--- src/rtl/mhpq_pkg.sv ---
// mhpq_pkg: shared types, widths and codes of the min-heap priority queue
// no dependencies; imported by the engine, the top level and the bench, not by mhpq_ram
`timescale 1ns / 1ps
`default_nettype none

package mhpq_pkg;

	localparam int DEPTH = 1024;
	localparam int ADDR_W = $clog2(DEPTH);
	localparam int CNT_W = $clog2(DEPTH + 1);
	localparam int CAP_W = 11;
	localparam int LIM_W = (CNT_W > CAP_W) ? CNT_W : CAP_W;
	localparam logic [CAP_W-1:0] CAP_RESET = 11'd1024;

	localparam logic OP_PUSH = 1'b0;
	localparam logic OP_POP = 1'b1;

	localparam logic [1:0] STATUS_OK = 2'd0;
	localparam logic [1:0] STATUS_FULL = 2'd1;
	localparam logic [1:0] STATUS_EMPTY = 2'd2;

	typedef struct packed {
		logic opcode;
		logic signed [31:0] key;
		logic [31:0] payload;
	} cmd_t;

	typedef struct packed {
		logic [1:0] status;
		logic signed [31:0] out_key;
		logic [31:0] out_payload;
	} rsp_t;

	typedef struct packed {
		logic signed [31:0] key;
		logic [31:0] payload;
	} entry_t;

	localparam int ENTRY_W = $bits(entry_t);

	typedef struct packed {
		logic idle;
		logic [CNT_W-1:0] count;
		logic [LIM_W-1:0] limit;
	} eng_stat_t;

	typedef enum logic [2:0] {
		ST_IDLE,
		ST_UP_RD,
		ST_UP_CMP,
		ST_DN_FETCH,
		ST_DN_RD,
		ST_DN_CMP,
		ST_PLACE,
		ST_DONE
	} eng_state_t;

endpackage

`default_nettype wire

--- src/rtl/mhpq_engine.sv ---
// mhpq_engine: entry count and the sift-up / sift-down sequencer over the heap memory
// depends on mhpq_pkg; drives the ports of mhpq_ram
`timescale 1ns / 1ps
`default_nettype none

module mhpq_engine (
	input wire logic clk,
	input wire logic arst_n,
	input wire logic cmd_go,
	input wire mhpq_pkg::cmd_t cmd,
	input wire logic [mhpq_pkg::CAP_W-1:0] cap,
	output mhpq_pkg::rsp_t res,
	output logic res_valid,
	input wire logic res_take,
	output mhpq_pkg::eng_stat_t stat,
	output logic we,
	output logic [mhpq_pkg::ADDR_W-1:0] waddr,
	output logic [mhpq_pkg::ENTRY_W-1:0] wdata,
	output logic [mhpq_pkg::ADDR_W-1:0] raddr_a,
	input wire logic [mhpq_pkg::ENTRY_W-1:0] rdata_a,
	output logic [mhpq_pkg::ADDR_W-1:0] raddr_b,
	input wire logic [mhpq_pkg::ENTRY_W-1:0] rdata_b
);

	import mhpq_pkg::*;

	eng_state_t state_q, state_d;
	logic [CNT_W-1:0] count_q, count_d;
	logic [CNT_W-1:0] pos_q, pos_d;
	entry_t cur_q, cur_d;
	rsp_t res_q, res_d;

	entry_t rd_a, rd_b, child;
	logic [LIM_W-1:0] cap_ext, dep_ext, limit;
	logic [CNT_W:0] two_pos, n_ext, child_pos;
	logic [CNT_W-1:0] parent;
	logic pick_right;

	assign rd_a = entry_t'(rdata_a);
	assign rd_b = entry_t'(rdata_b);

	assign cap_ext = LIM_W'(cap);
	assign dep_ext = LIM_W'(DEPTH);
	assign limit = (cap_ext > dep_ext) ? dep_ext : cap_ext;

	assign two_pos = {pos_q, 1'b0};
	assign n_ext = {1'b0, count_q};
	assign parent = pos_q >> 1;
	assign pick_right = (two_pos < n_ext) && ($signed(rd_a.key) > $signed(rd_b.key));
	assign child = pick_right ? rd_b : rd_a;
	assign child_pos = pick_right ? (two_pos + (CNT_W+1)'(1)) : two_pos;

	assign res = res_q;
	assign res_valid = (state_q == ST_DONE);
	assign stat.idle = (state_q == ST_IDLE);
	assign stat.count = count_q;
	assign stat.limit = limit;

	always_ff @(posedge clk or negedge arst_n) begin
		if (!arst_n) begin
			state_q <= ST_IDLE;
			count_q <= '0;
		end else begin
			state_q <= state_d;
			count_q <= count_d;
		end
	end

	always_ff @(posedge clk) begin
		pos_q <= pos_d;
		cur_q <= cur_d;
		res_q <= res_d;
	end

	always_comb begin
		state_d = state_q;
		count_d = count_q;
		pos_d = pos_q;
		cur_d = cur_q;
		res_d = res_q;
		we = 1'b0;
		waddr = ADDR_W'(pos_q - CNT_W'(1));
		wdata = cur_q;
		raddr_a = '0;
		raddr_b = '0;
		unique case (state_q)
			ST_IDLE: begin
				if (cmd_go) begin
					res_d = '{status: STATUS_OK, out_key: '0, out_payload: '0};
					if (cmd.opcode == OP_PUSH) begin
						if (LIM_W'(count_q) >= limit) begin
							res_d.status = STATUS_FULL;
							state_d = ST_DONE;
						end else begin
							count_d = count_q + CNT_W'(1);
							pos_d = count_q + CNT_W'(1);
							cur_d = '{key: cmd.key, payload: cmd.payload};
							state_d = (count_q == '0) ? ST_PLACE : ST_UP_RD;
						end
					end else begin
						if (count_q == '0) begin
							res_d.status = STATUS_EMPTY;
							state_d = ST_DONE;
						end else begin
							raddr_a = '0;
							raddr_b = ADDR_W'(count_q - CNT_W'(1));
							count_d = count_q - CNT_W'(1);
							state_d = ST_DN_FETCH;
						end
					end
				end
			end
			ST_UP_RD: begin
				raddr_a = ADDR_W'(parent - CNT_W'(1));
				state_d = ST_UP_CMP;
			end
			ST_UP_CMP: begin
				we = 1'b1;
				if ($signed(rd_a.key) > $signed(cur_q.key)) begin
					wdata = rd_a;
					pos_d = parent;
					state_d = (parent == CNT_W'(1)) ? ST_PLACE : ST_UP_RD;
				end else begin
					state_d = ST_DONE;
				end
			end
			ST_DN_FETCH: begin
				res_d.out_key = rd_a.key;
				res_d.out_payload = rd_a.payload;
				cur_d = rd_b;
				pos_d = CNT_W'(1);
				state_d = (count_q == '0) ? ST_DONE : ST_DN_RD;
			end
			ST_DN_RD: begin
				if (two_pos <= n_ext) begin
					raddr_a = ADDR_W'(two_pos - (CNT_W+1)'(1));
					raddr_b = ADDR_W'(two_pos);
					state_d = ST_DN_CMP;
				end else begin
					state_d = ST_PLACE;
				end
			end
			ST_DN_CMP: begin
				we = 1'b1;
				if ($signed(cur_q.key) > $signed(child.key)) begin
					wdata = child;
					pos_d = CNT_W'(child_pos);
					state_d = ST_DN_RD;
				end else begin
					state_d = ST_DONE;
				end
			end
			ST_PLACE: begin
				we = 1'b1;
				state_d = ST_DONE;
			end
			ST_DONE: begin
				if (res_take) begin
					state_d = ST_IDLE;
				end
			end
			default: begin
				state_d = ST_IDLE;
			end
		endcase
	end

endmodule

`default_nettype wire

--- config.mk ---
export PLATFORM = sky130hd
export DESIGN_NAME = mhpq_engine
export DESIGN_NICKNAME = d
export VERILOG_FILES = /design/src/rtl/mhpq_pkg.sv /design/src/rtl/mhpq_engine.sv
export SDC_FILE = /design/constraint.sdc
export NUM_CORES = 1
export LEC_CHECK = 0
export ABC_AREA = 1
export BUFFER_PORTS_ARGS = -buffer_cell sky130_fd_sc_hd__buf_2
export CORE_MARGIN = 4
export CORE_UTILIZATION = 54
export CTS_BUF_LIST = sky130_fd_sc_hd__clkbuf_4 sky130_fd_sc_hd__clkbuf_8
export CTS_CLUSTER_SIZE = 28
export DETAILED_ROUTE_END_ITERATION = 7
export PLACE_DENSITY = 0.91
export SLEW_MARGIN = 5
export SYNTH_ARGS = -nofsm -noshare
export SYNTH_HDL_FRONTEND = slang
export SYNTH_SLANG_ARGS = --single-unit
--- constraint.sdc ---
create_clock -name clk -period 8.3 [get_ports clk]
set_clock_uncertainty 0.2 [all_clocks]
set_input_delay 1.66 -clock clk [delete_from_list [all_inputs] [get_ports clk]]
set_output_delay 1.66 -clock clk [all_outputs]
set_load 0.02 [all_outputs]
* Word level (Yosys, flattened, before mapping) *
Cells that the tools add are included.

cells by class
  muxes and demuxes = 43
  $mul = 0
  divide/modulo/power cells = 0
  shifts and indexed selects = 0
  $add $sub $neg = 6
  eq/ne operators = 16
  reduce and logical (&&, ||, !) cells = 12
  bitwise logic cells = 0
  order comparisons = 7

operators with widths
  cell                                                    count
  two-way mux 64 bit                                      7
  one-hot mux 64 bit (2 select lines)                     3
  two-way mux 11 bit                                      9
  greater-than comparator 32 bit                          3
  two-way mux 10 bit                                      5
  one-hot mux 11 bit (4 select lines)                     1
  one-hot mux 10 bit (2 select lines)                     2
  subtractor 10 x 1 -> 10 bit (second input constant)     3
  two-way mux 3 bit                                       8
  one-hot mux 3 bit (8 select lines)                      1
  adder 11 x 1 -> 11 bit (second input constant)          2
  inequality test 2 bit (second input constant)           7
  == test 3 bit (second input constant)                   4
  less-or-equal comparator 12 x 11 -> 1 bit               1
  < comparator 12 x 11 -> 1 bit                           1
  >= comparator 11 bit                                    1
  greater-than comparator 11 bit (second input constant)  1
  zero test 11 bit                                        1
  subtractor 11 x 1 -> 11 bit (second input constant)     1
  == test 10 x 1 -> 1 bit (second input constant)         1
  two-way mux 2 bit                                       5
  AND reduction 4 bit                                     2
  == test 3 x 2 -> 1 bit (second input constant)          2
  AND reduction 2 bit                                     3
  9 further kinds                                         10

word-level totals
  memories = 0
  word-level logic and storage cells = 92
  register bits after elaboration = 155
  memory bits (read-only) = 0
  bits in latches = 0
  bits of input ports = 208
  RAM bits = 0

* Depth between registers and ports, before layout *
Gate-level depths: netlist of the first run.

  depth after elaboration = 7
  gate-level depth with buffers = 38

* Worst setup path before layout of the first run *
Ideal clock, no wire load.

  path type = input-to-reg
  from = in cap[2] (netlist name)
  to = reg cur_q[0] (netlist name), enable pin
  setup slack = 1.007 ns
  cell stages on the path = 16
  path buffers = 0
  arrival time = 6.586 ns
  required time = 7.593 ns
  library setup time = 0.507 ns
  path through = nor2_1 -> nand3_1 -> nor3_1 -> a21oi_1 -> nor2_1 -> inv_1 -> ha_1 -> a21oi_1 -> o21ai_0 -> nand2_1 -> nand2_1 -> a21oi_1 -> nand2_1 -> nor3_1 -> nor2_1 -> a21oi_1

RTL lines
  item                  RTL line           source
  from (decl)           mhpq_engine.sv:11  input wire logic [mhpq_pkg::CAP_W-1:0] cap,
  to (signal assigned)  mhpq_engine.sv:71  cur_q <= cur_d;
  to (decl)             mhpq_engine.sv:30  entry_t cur_q, cur_d;

* Final worst setup path of the first run *
  from = in rdata_b[55] (netlist name)
  to = out wdata[63] (netlist name)

on the way
  word-level cells in the longest chain between the ends = 6

ends and longest elaborated chain
  item                                   RTL line            source
  from (decl)                            mhpq_engine.sv:22   input wire logic [mhpq_pkg::ENTRY_W-1:0] rdata_b
  greater-than comparator 32 bit         mhpq_engine.sv:49   assign pick_right = (two_pos < n_ext) && ($signed(rd_a.key) > $signed(rd_b.key));
  logical AND 1 bit                      mhpq_engine.sv:49
  two-way mux 64 bit *                   mhpq_engine.sv:50   assign child = pick_right ? rd_b : rd_a;
  greater-than comparator 32 bit         mhpq_engine.sv:145  if ($signed(cur_q.key) > $signed(child.key)) begin
  two-way mux 64 bit *                   mhpq_engine.sv:145
  one-hot mux 64 bit (2 select lines) *  mhpq_engine.sv:86   unique case (state_q)
  to (decl)                              mhpq_engine.sv:18   output logic [mhpq_pkg::ENTRY_W-1:0] wdata,

Mark *: on every way between the ends. The rest lies on a longest branch, timed or not.

==> results of run 1 <==
-- worst max-delay path: cells and delay by family --
kind | cells | cell delay (ps)
AO/OA/AOI/OAI | 1 | 70
adder cells (fa/ha/maj) | 2 | 640
buffers and inverters | 7 | 990
AND/OR/NAND/NOR | 19 | 2800
-- per-layer routing --
layer / up-vias / part of all wire
met2: 820 / 0.49
met4: 4 / 0.052
li1: 6426 / -
met1: 6157 / 0.36
met5: - / 0.00060
met3: 183 / 0.096
-- cell usage in the layout, fill, tap and decap left out, types with 3 or more instances in the layout --
master	n
nand3_1	144
nand2_2	4
ha_1	123
nor4_1	6
nor3_1	14
nand4_1	34
buf_4	12
a32o_1	3
nor2_1	141
nor2_2	6
clkbuf_8	17
o21ai_1	6
inv_8	6
inv_1	246
o22ai_1	12
nand2_1	519
nand3_4	3
o211ai_1	9
a21oi_1	71
clkinvlp_4	3
dfrtp_1	14
o21a_1	7
o221ai_1	7
clkinv_8	4
a31oi_1	5
diode_2	3
xor2_1	16
and2_1	4
o21ai_0	94
inv_2	4
buf_12	3
buf_2	392
edfxtp_1	141
-- logic make-up (layout without fill, tap and decap cells) --
group | Yosys count | after routing | synth area share
simple gates | 885 | 885 | 0.300
buf+inv | 314 | 691 | 0.101
compound gates | 224 | 224 | 0.0991
flops | 155 | 155 | 0.364
fa+ha+maj | 123 | 123 | 0.122
xor+xnor | 17 | 17 | 0.0118
mux | 1 | 1 | 0.000795
other cells | 0 | 3 | 0
-- power breakdown --
part / total, uW / internal (uW) / switching (uW)
clock network: 613 / 229 / 383
logic: 4060 / 1190 / 2870
registers: 1590 / 1330 / 257
total: 6260 / 2760 / 3510
-- registers in the layout, indices dropped and copies added (netlist names) --
name / flops
cur_q: 64
res: 66
count_q: 11
pos_q: 11
state_q: 3
-- worst paths after layout --
path / from / endpoint / slack, ps / depth (start not counted)
hold / removal: count_q[6] / count_q[6] / 490 / 2
setup reg to reg: count_q[5] / pos_q[0] / 2820 / 24
setup / recovery: rdata_b[55] / wdata[63] / 280 / 29
min in group asynchronous: arst_n / count_q[7] / 880 / 1
max in group asynchronous: arst_n / state_q[0] / 6720 / 1
hold reg to reg: count_q[6] / count_q[6] / 490 / 2
-- per-stage QoR --
| stage | instance area (um^2) | setup TNS [ps] | utilization |
|---|---|---|---|
| 2_1_floorplan | 12600 | 0 | - |
| 3_3_place_gp | 14800 | 0 | 0.649 |
| 3_5_place_dp | 14800 | 0 | 0.649 |
| 4_1_cts | 15200 | 0 | 0.667 |
| 5_1_grt | 15200 | -2.78 | 0.668 |
| 6_report | 15200 | 0 | 0.668 |
-- repair_timing --
| item | in CTS | in global routing |
|---|---|---|
| resized for setup | 0 | 1 |
| hold buffers | 0 | 0 |
| setup buffers | 0 | 0 |
| endpoints found under the setup margin | 0 | 4 |
-- layout make-up --
| cell class | instances | area (um^2) |
|---|---|---|
| antenna | 3 | 7.51 |
| clock buffer | 17 | 234 |
| clock inverter | 15 | 173 |
| fill | 1939 | 7570 |
| inverter | 252 | 948 |
| multi-input combinational | 1250 | 6760 |
| sequential | 155 | 4580 |
| tap | 313 | 392 |
| timing repair buffer | 407 | 2110 |
==> results, run 1 <==
- The maximum single-stage delay on the critical path is 340 ps.
- The final route contains about 14000 vias.
- No sink is reached through more buffers than the 2 on the longest clock path.
- The endpoint kind of the worst setup timing path is a primary output.
- The worst setup path is launched from an input pin.
- The TritonCTS sink count is 155.
- The pin slew with the least headroom to its limit is 1240 ps.
- Dividing the detail-routed via count by the number of cells gives approximately 5.6.
- The finished layout holds 2412 standard cells, fillers aside.
- Across the run, the number of max-cap violations was 0.
- During synthesis, Yosys emitted a total of 0 warnings.
- The largest net degree at the start of global routing is 92.
- The cell accounting for the most synthesized area is edfxtp_1.
- Yosys instantiated no cell more often than nand2_1.
- In the final routed layout, each cell accounts on average for 18.7 um.
- After synthesis, the cell types taking the most area are edfxtp_1 34%, nand2_1 15%, ha_1 12%, inv_1 7.4%, nand3_1 5.7%.
- The count of endpoints failing hold in the final timing report was 0.
- The synthesized area is 12600 um^2.
- The detailed router finished its first iteration with between 1000 and 1500 violations.
- The critical path is of the in -> out type.
- The number of buffers inserted during clock tree synthesis is 17.
- The total nets after synthesis is ~2100.
- The count of buffers inserted at the top-level ports is 392.
- The initial antenna violation count is 5.
- The power per unit of standard cell area is slightly above 400 nW/um^2.
- In the global route stage, met3 resource usage came out at 0.0785.
- The placed cell count is 2377.
- Summed over all cells, the static leakage comes to 0.00809 uW.
- The final hold slack is 493 ps.
- The critical path arrival is about 6200 ps.
- After global routing, the most crowded layer is met2.
- 393 I/O pins were placed.
- The count of unresolved DRC violations after routing is 0.
- The minimum period implied by the final worst setup slack is 8020 ps.
- The row count is 55.
- The final layout contains routed wiring with a total length of 45.1 mm.
- The run finished with clean final reports.
- The most repeated library cell on the critical path is nand2_1.
- The number of global-route vias before repair was 13600.
- The clock reaches the later pin of the worst-skew pair after between 400 and 500 ps.
- The part of the cycle the worst path needs is 0.967.
- The first global-routing pass estimated just under 70 mm of wire.
- Of all flip-flops after synthesis, the portion carrying an async set or reset was 0.0903.
- The global routing usage on met1 is 0.385.
- The synthesis-to-layout area growth is 20.8%.
- The post-layout worst setup margin is 275 ps.
- Setup repair after global routing could not meet its margin everywhere.
- The die is 161 um wide.
- The max-slew violation count is 0.
- Routability-driven placement finished with a final weighted congestion of 0.992.
- The synthesized design contains 155 register bits.
- The H-tree generated during clock tree synthesis spans 4 levels.
- In the synthesized netlist, the cells that appear most often are 519 x nand2_1, 247 x inv_1, 144 x nand3_1.
- Synthesis handed over a netlist of about 1700 instances.
- After floorplanning, the core was sized to cover 22800 um^2.
- The number of different library cells in the post-synthesis netlist is 48.
- The share of post-route cells with drive strength above 1 is 0.223.
- The maximum frequency from static timing analysis is 125 MHz.
- For this configuration, the core starts out at a cell density of 0.552.
- The worst relative slew slack is 0.169.
- For this run, the total global-route usage over all layers was measured as 0.338.
- The worst voltage drop across the vdd grid is 0.000269 V.
- The mean instance size in the synthesized netlist is 7.32 um^2.
- The estimated wirelength of the detail-placed design is between 30 and 40 mm.
- The number of synthesized flops with an enable pin is 141.
- Setup violations remaining at the end of the flow were counted as 0.
- The clock transition time at the flip-flop clock pins of the worst setup and hold paths is 110 ps.
- The remaining number of nets flagged by the antenna check after routing is 0.
- In this run the clock root is driven by a clkbuf_8.
- The total grt overflow is 0.
- For this run, global-route usage on met2 was measured as 0.589.
- The post-placement setup slack is 317 ps.
- For this run, the post-layout net count is 2414.
- The kind of path behind the tightest hold check is reg -> reg.
- The CTS tree is built.
- The vertical die dimension is about 160 um.
- The first-pass iteration count of the detailed router is 6.
- The predominant post-synthesis flop cell is edfxtp_1.
- The die covers between 20000 and 30000 um^2.
- For this run, the register share of the synthesized area comes to 0.364.
- Of the post-synthesis cell area, the dominant cell type holds 0.336.
- The critical path data required time is 6440 ps.
- Power comes to 6260 uW.
- The critical-path maximum fanout is 40.
- The slowest library cell on the worst path is ha_1.
Power figures use the tool's default switching activity.
==> run 2: changes to the inputs <==
CORE_UTILIZATION = 40   (was 54)
PLACE_DENSITY = 0.72   (was 0.91)
==> run 2 against run 1 <==
  * Routed wire length is 0.89% higher
  * Non-clock buffer count is 7 higher
  * Clock-buffer cell count stayed put
  * Sequential power hardly changed
  * Combinational power is 1% higher
  * Cell count is 3.7% higher
  * Hold slack worse by 30 ps
  * Sequential cell count stayed put
  * Clock power is 5.5% higher
  * Core utilization is 17 points lower
  * Register-to-register slack worse by 130 ps
  * Cell area is 1.4% higher
==> results, run 2 (synthesized netlist as in run 1, its figures left out) <==
- The internal power of the cells was 2840 uW (was 2760 uW).
- The first-pass GRT wire length is 68.8 mm (was 69.6 mm).
- Run status: finished, final reports clean (unchanged).
- The total power of the final layout is 6340 uW (was 6260 uW).
- The CTS tree was built (unchanged).
- The net switching power figure is 3500 uW (was 3510 uW).
- RSZ-0062 raised after global routing: false (was true).
- The switching share of total power is 0.552 (was 0.560).
- The effective utilization at floorplan came to 0.408 (was 0.552).
- The path type of the worst setup path is in -> out (unchanged).
- The number of nets in the layout came to 2421 (was 2414).
- The final wirelength is 45.5 mm (was 45.1 mm).
- The row count is 64 (was 55).
- Top library cells by usage in the layout, fill and taps aside: 519 x nand2_1, 392 x buf_2, 246 x inv_1 (unchanged).
- The count of unresolved DRC violations after routing came to 0 (unchanged).
- The leakage power came to 0.00815 uW (was 0.00809 uW).
- The later-pin clock latency in the skew report is 500 ps (was 490 ps).
- The first-pass iteration count of the detailed router is 8 (was 6).
- The endpoint kind of the worst setup timing path is a primary output (unchanged).
- The part of the power in registers is 0.249 (was 0.254).
- The max-slew violation count is 0 (unchanged).
- The count of buffers inserted at the top-level ports is 392 (unchanged).
- The placeable core region is 30800 um^2 (was 22800 um^2).
- The setup-violating endpoint count in the final report is 0 (unchanged).
- The global-route total usage across every layer is 0.255 (was 0.338).
- The kind of path behind the tightest hold check is reg -> reg (unchanged).
- The number of flip-flops under the largest register name was 66 (unchanged).
- The worst voltage drop across the vdd grid is 0.000178 V (was 0.000269 V).
- The cell count of the worst hold path is 2 (unchanged).
- The length in cells of the worst reg-to-reg path is 23 (was 24).
- The worst relative slew slack is 0.168 (was 0.169).
- The estimated wirelength of the detail-placed design is 34.4 mm (was 33.9 mm).
- The total grt overflow came to 0 (unchanged).
- The part of the cycle the worst path needs is 0.960 (was 0.967).
- The largest net degree at the start of global routing was 101 (was 92).
- The worst hold endpoint is count_q[6] (unchanged).
- The critical path data required time is 6440 ps (about the same).
- The number of vias per cell is 5.39 (was 5.63).
- The origin of the critical flop-to-flop path is count_q[5] (unchanged).
- The number of buffers inserted during clock tree synthesis was 17 (unchanged).
- The root buffer cell is clkbuf_8 (unchanged).
- The count of endpoints failing hold in the final timing report was 0 (unchanged).
- The logic gate share of total power is 0.649 (was 0.648).
- The TritonCTS sink count came to 155 (unchanged).
- The capture instance of the worst register-to-register path is pos_q[1] (was pos_q[0]).
- The most common cell after layout, fill and taps aside is nand2_1 (unchanged).
- The placed cell count is 2464 (was 2377).
- The startpoint class of the critical path is an input pin (unchanged).
- The initial DRC count is 1054 (was 1324).
- The maximum frequency from static timing analysis came to 126 MHz (was 125 MHz).
- The worst min-delay path startpoint is count_q[6] (unchanged).
- The final estimated routing congestion in global placement is 0.910 (was 0.992).
- The average wire per standard cell is 18.2 um (was 18.7 um).
- The die outline area came to 34400 um^2 (was 25800 um^2).
- The clock group share of total power is 0.102 (was 0.098).
- The total negative setup slack is 0 ps (unchanged).
- The maximum root-to-sink buffer count is 2 (unchanged).
- The non-filler instance count after layout came to 2502 (was 2412).
- The pin slew with the least headroom to its limit was 1240 ps (about the same).
- The power per unit of standard cell area is 411 nW/um^2 (was 412 nW/um^2).
- The number of H-tree levels was 4 (unchanged).
- The final hold slack is 462 ps (was 493 ps).
- The number of global-route vias before repair is 13000 (was 13600).
- The critical-path maximum fanout is 43 (was 40).
- The number of max-cap violations was 0 (unchanged).
- The total via count in the routed design is 13500 (was 13600).
- The initial antenna violation count is 3 (was 5).
- The width of the chip came to 185 um (was 161 um).
- The critical path arrival is 6110 ps (was 6160 ps).
- The remaining number of nets flagged by the antenna check after routing is 0 (unchanged).
- The minimum period implied by the final worst setup slack is 7970 ps (was 8020 ps).
- The vertical die dimension is 185 um (was 161 um).
- The share of post-route cells with drive strength above 1 was 0.225 (was 0.223).
- The clock transition time at the flip-flop clock pins of the worst setup and hold paths was 100 ps (was 110 ps).
- The I/O pin total is 393 (unchanged).
- The synthesis-to-layout area growth is 22.5% (was 20.8%).
- The flop-to-flop setup slack is 2690 ps (was 2820 ps).
-- run 2: worst max-delay path by stage --
| stage | slack [ps] | start | end |
|---|---|---|---|
| 3_3_place_gp | 410 | rdata_a[55] | wdata[2] |
| 5_1_grt | 40 | rdata_a[59] | wdata[55] |
| 3_5_place_dp | 280 | rdata_a[55] | wdata[15] |
| 4_1_cts | 260 | rdata_a[55] | wdata[15] |
| 2_1_floorplan | 1010 | cap[2] | cur_q[0] |
| 6_report | 330 | rdata_a[55] | wdata[43] |
-- run 2: timing repair --
action	CTS	global route
setup endpoints to repair	0	27
buffers inserted	0	3
gates resized for setup	0	1
hold buffers	0	0
-- run 2: power by group through the flow --
stage          Clock [uW]  Combinational, uW  Sequential, uW
6_report              647               4110            1580
5_1_grt               688               4510            1620
4_1_cts               662               4080            1570
3_5_place_dp            0               4050            1590
3_3_place_gp            0               3990            1580
2_1_floorplan           0               2510            1730
-- run 2: area by class of cell --
type,count,area (um^2)
inverter,252,951
multi-input combinational,1250,6770
antenna,3,7.51
clock buffer,17,234
sequential,155,4580
clock inverter,15,200
fill,3065,15400
tap,396,495
timing repair buffer,414,2180
-- run 2: critical path, stage by stage --
cell	delay, ps
buf_2	140
ha_1	300
nand2_1	80
nor2_1	190
nand4_1	160
nor2_1	220
nand4_1	150
nand2_1	90
nor2_1	80
nand3_4	130
buf_12	230
nand2_1	120
and2_1	180
ha_1	290
nand2_1	70
nor2_1	170
nand2_1	140
nor2_1	230
nand4_1	240
nand3_4	250
nand2_4	130
nand3_4	210
buf_4	260
nand2_1	80
nand3_1	100
buf_2	180
-- run 2: layer usage --
metal | global-route usage | vias to the layer above | wire [um]
met5 | 0 | - | 7
met2 | 0.438 | 753 | 21900
li1 | - | 6431 | -
met4 | 0.106 | 2 | 1690
met3 | 0.0499 | 122 | 4080
met1 | 0.312 | 6177 | 17800
-- run 2: stage by stage --
stage                     utilization  setup slack [ps]  area [um^2]
final                           0.500               335        15400
after global routing            0.500              40.6        15400
after CTS                       0.499               260        15400
after detailed placement        0.485               282        14900
after global placement          0.485               406        14900
after floorplan                     -              1010        12600
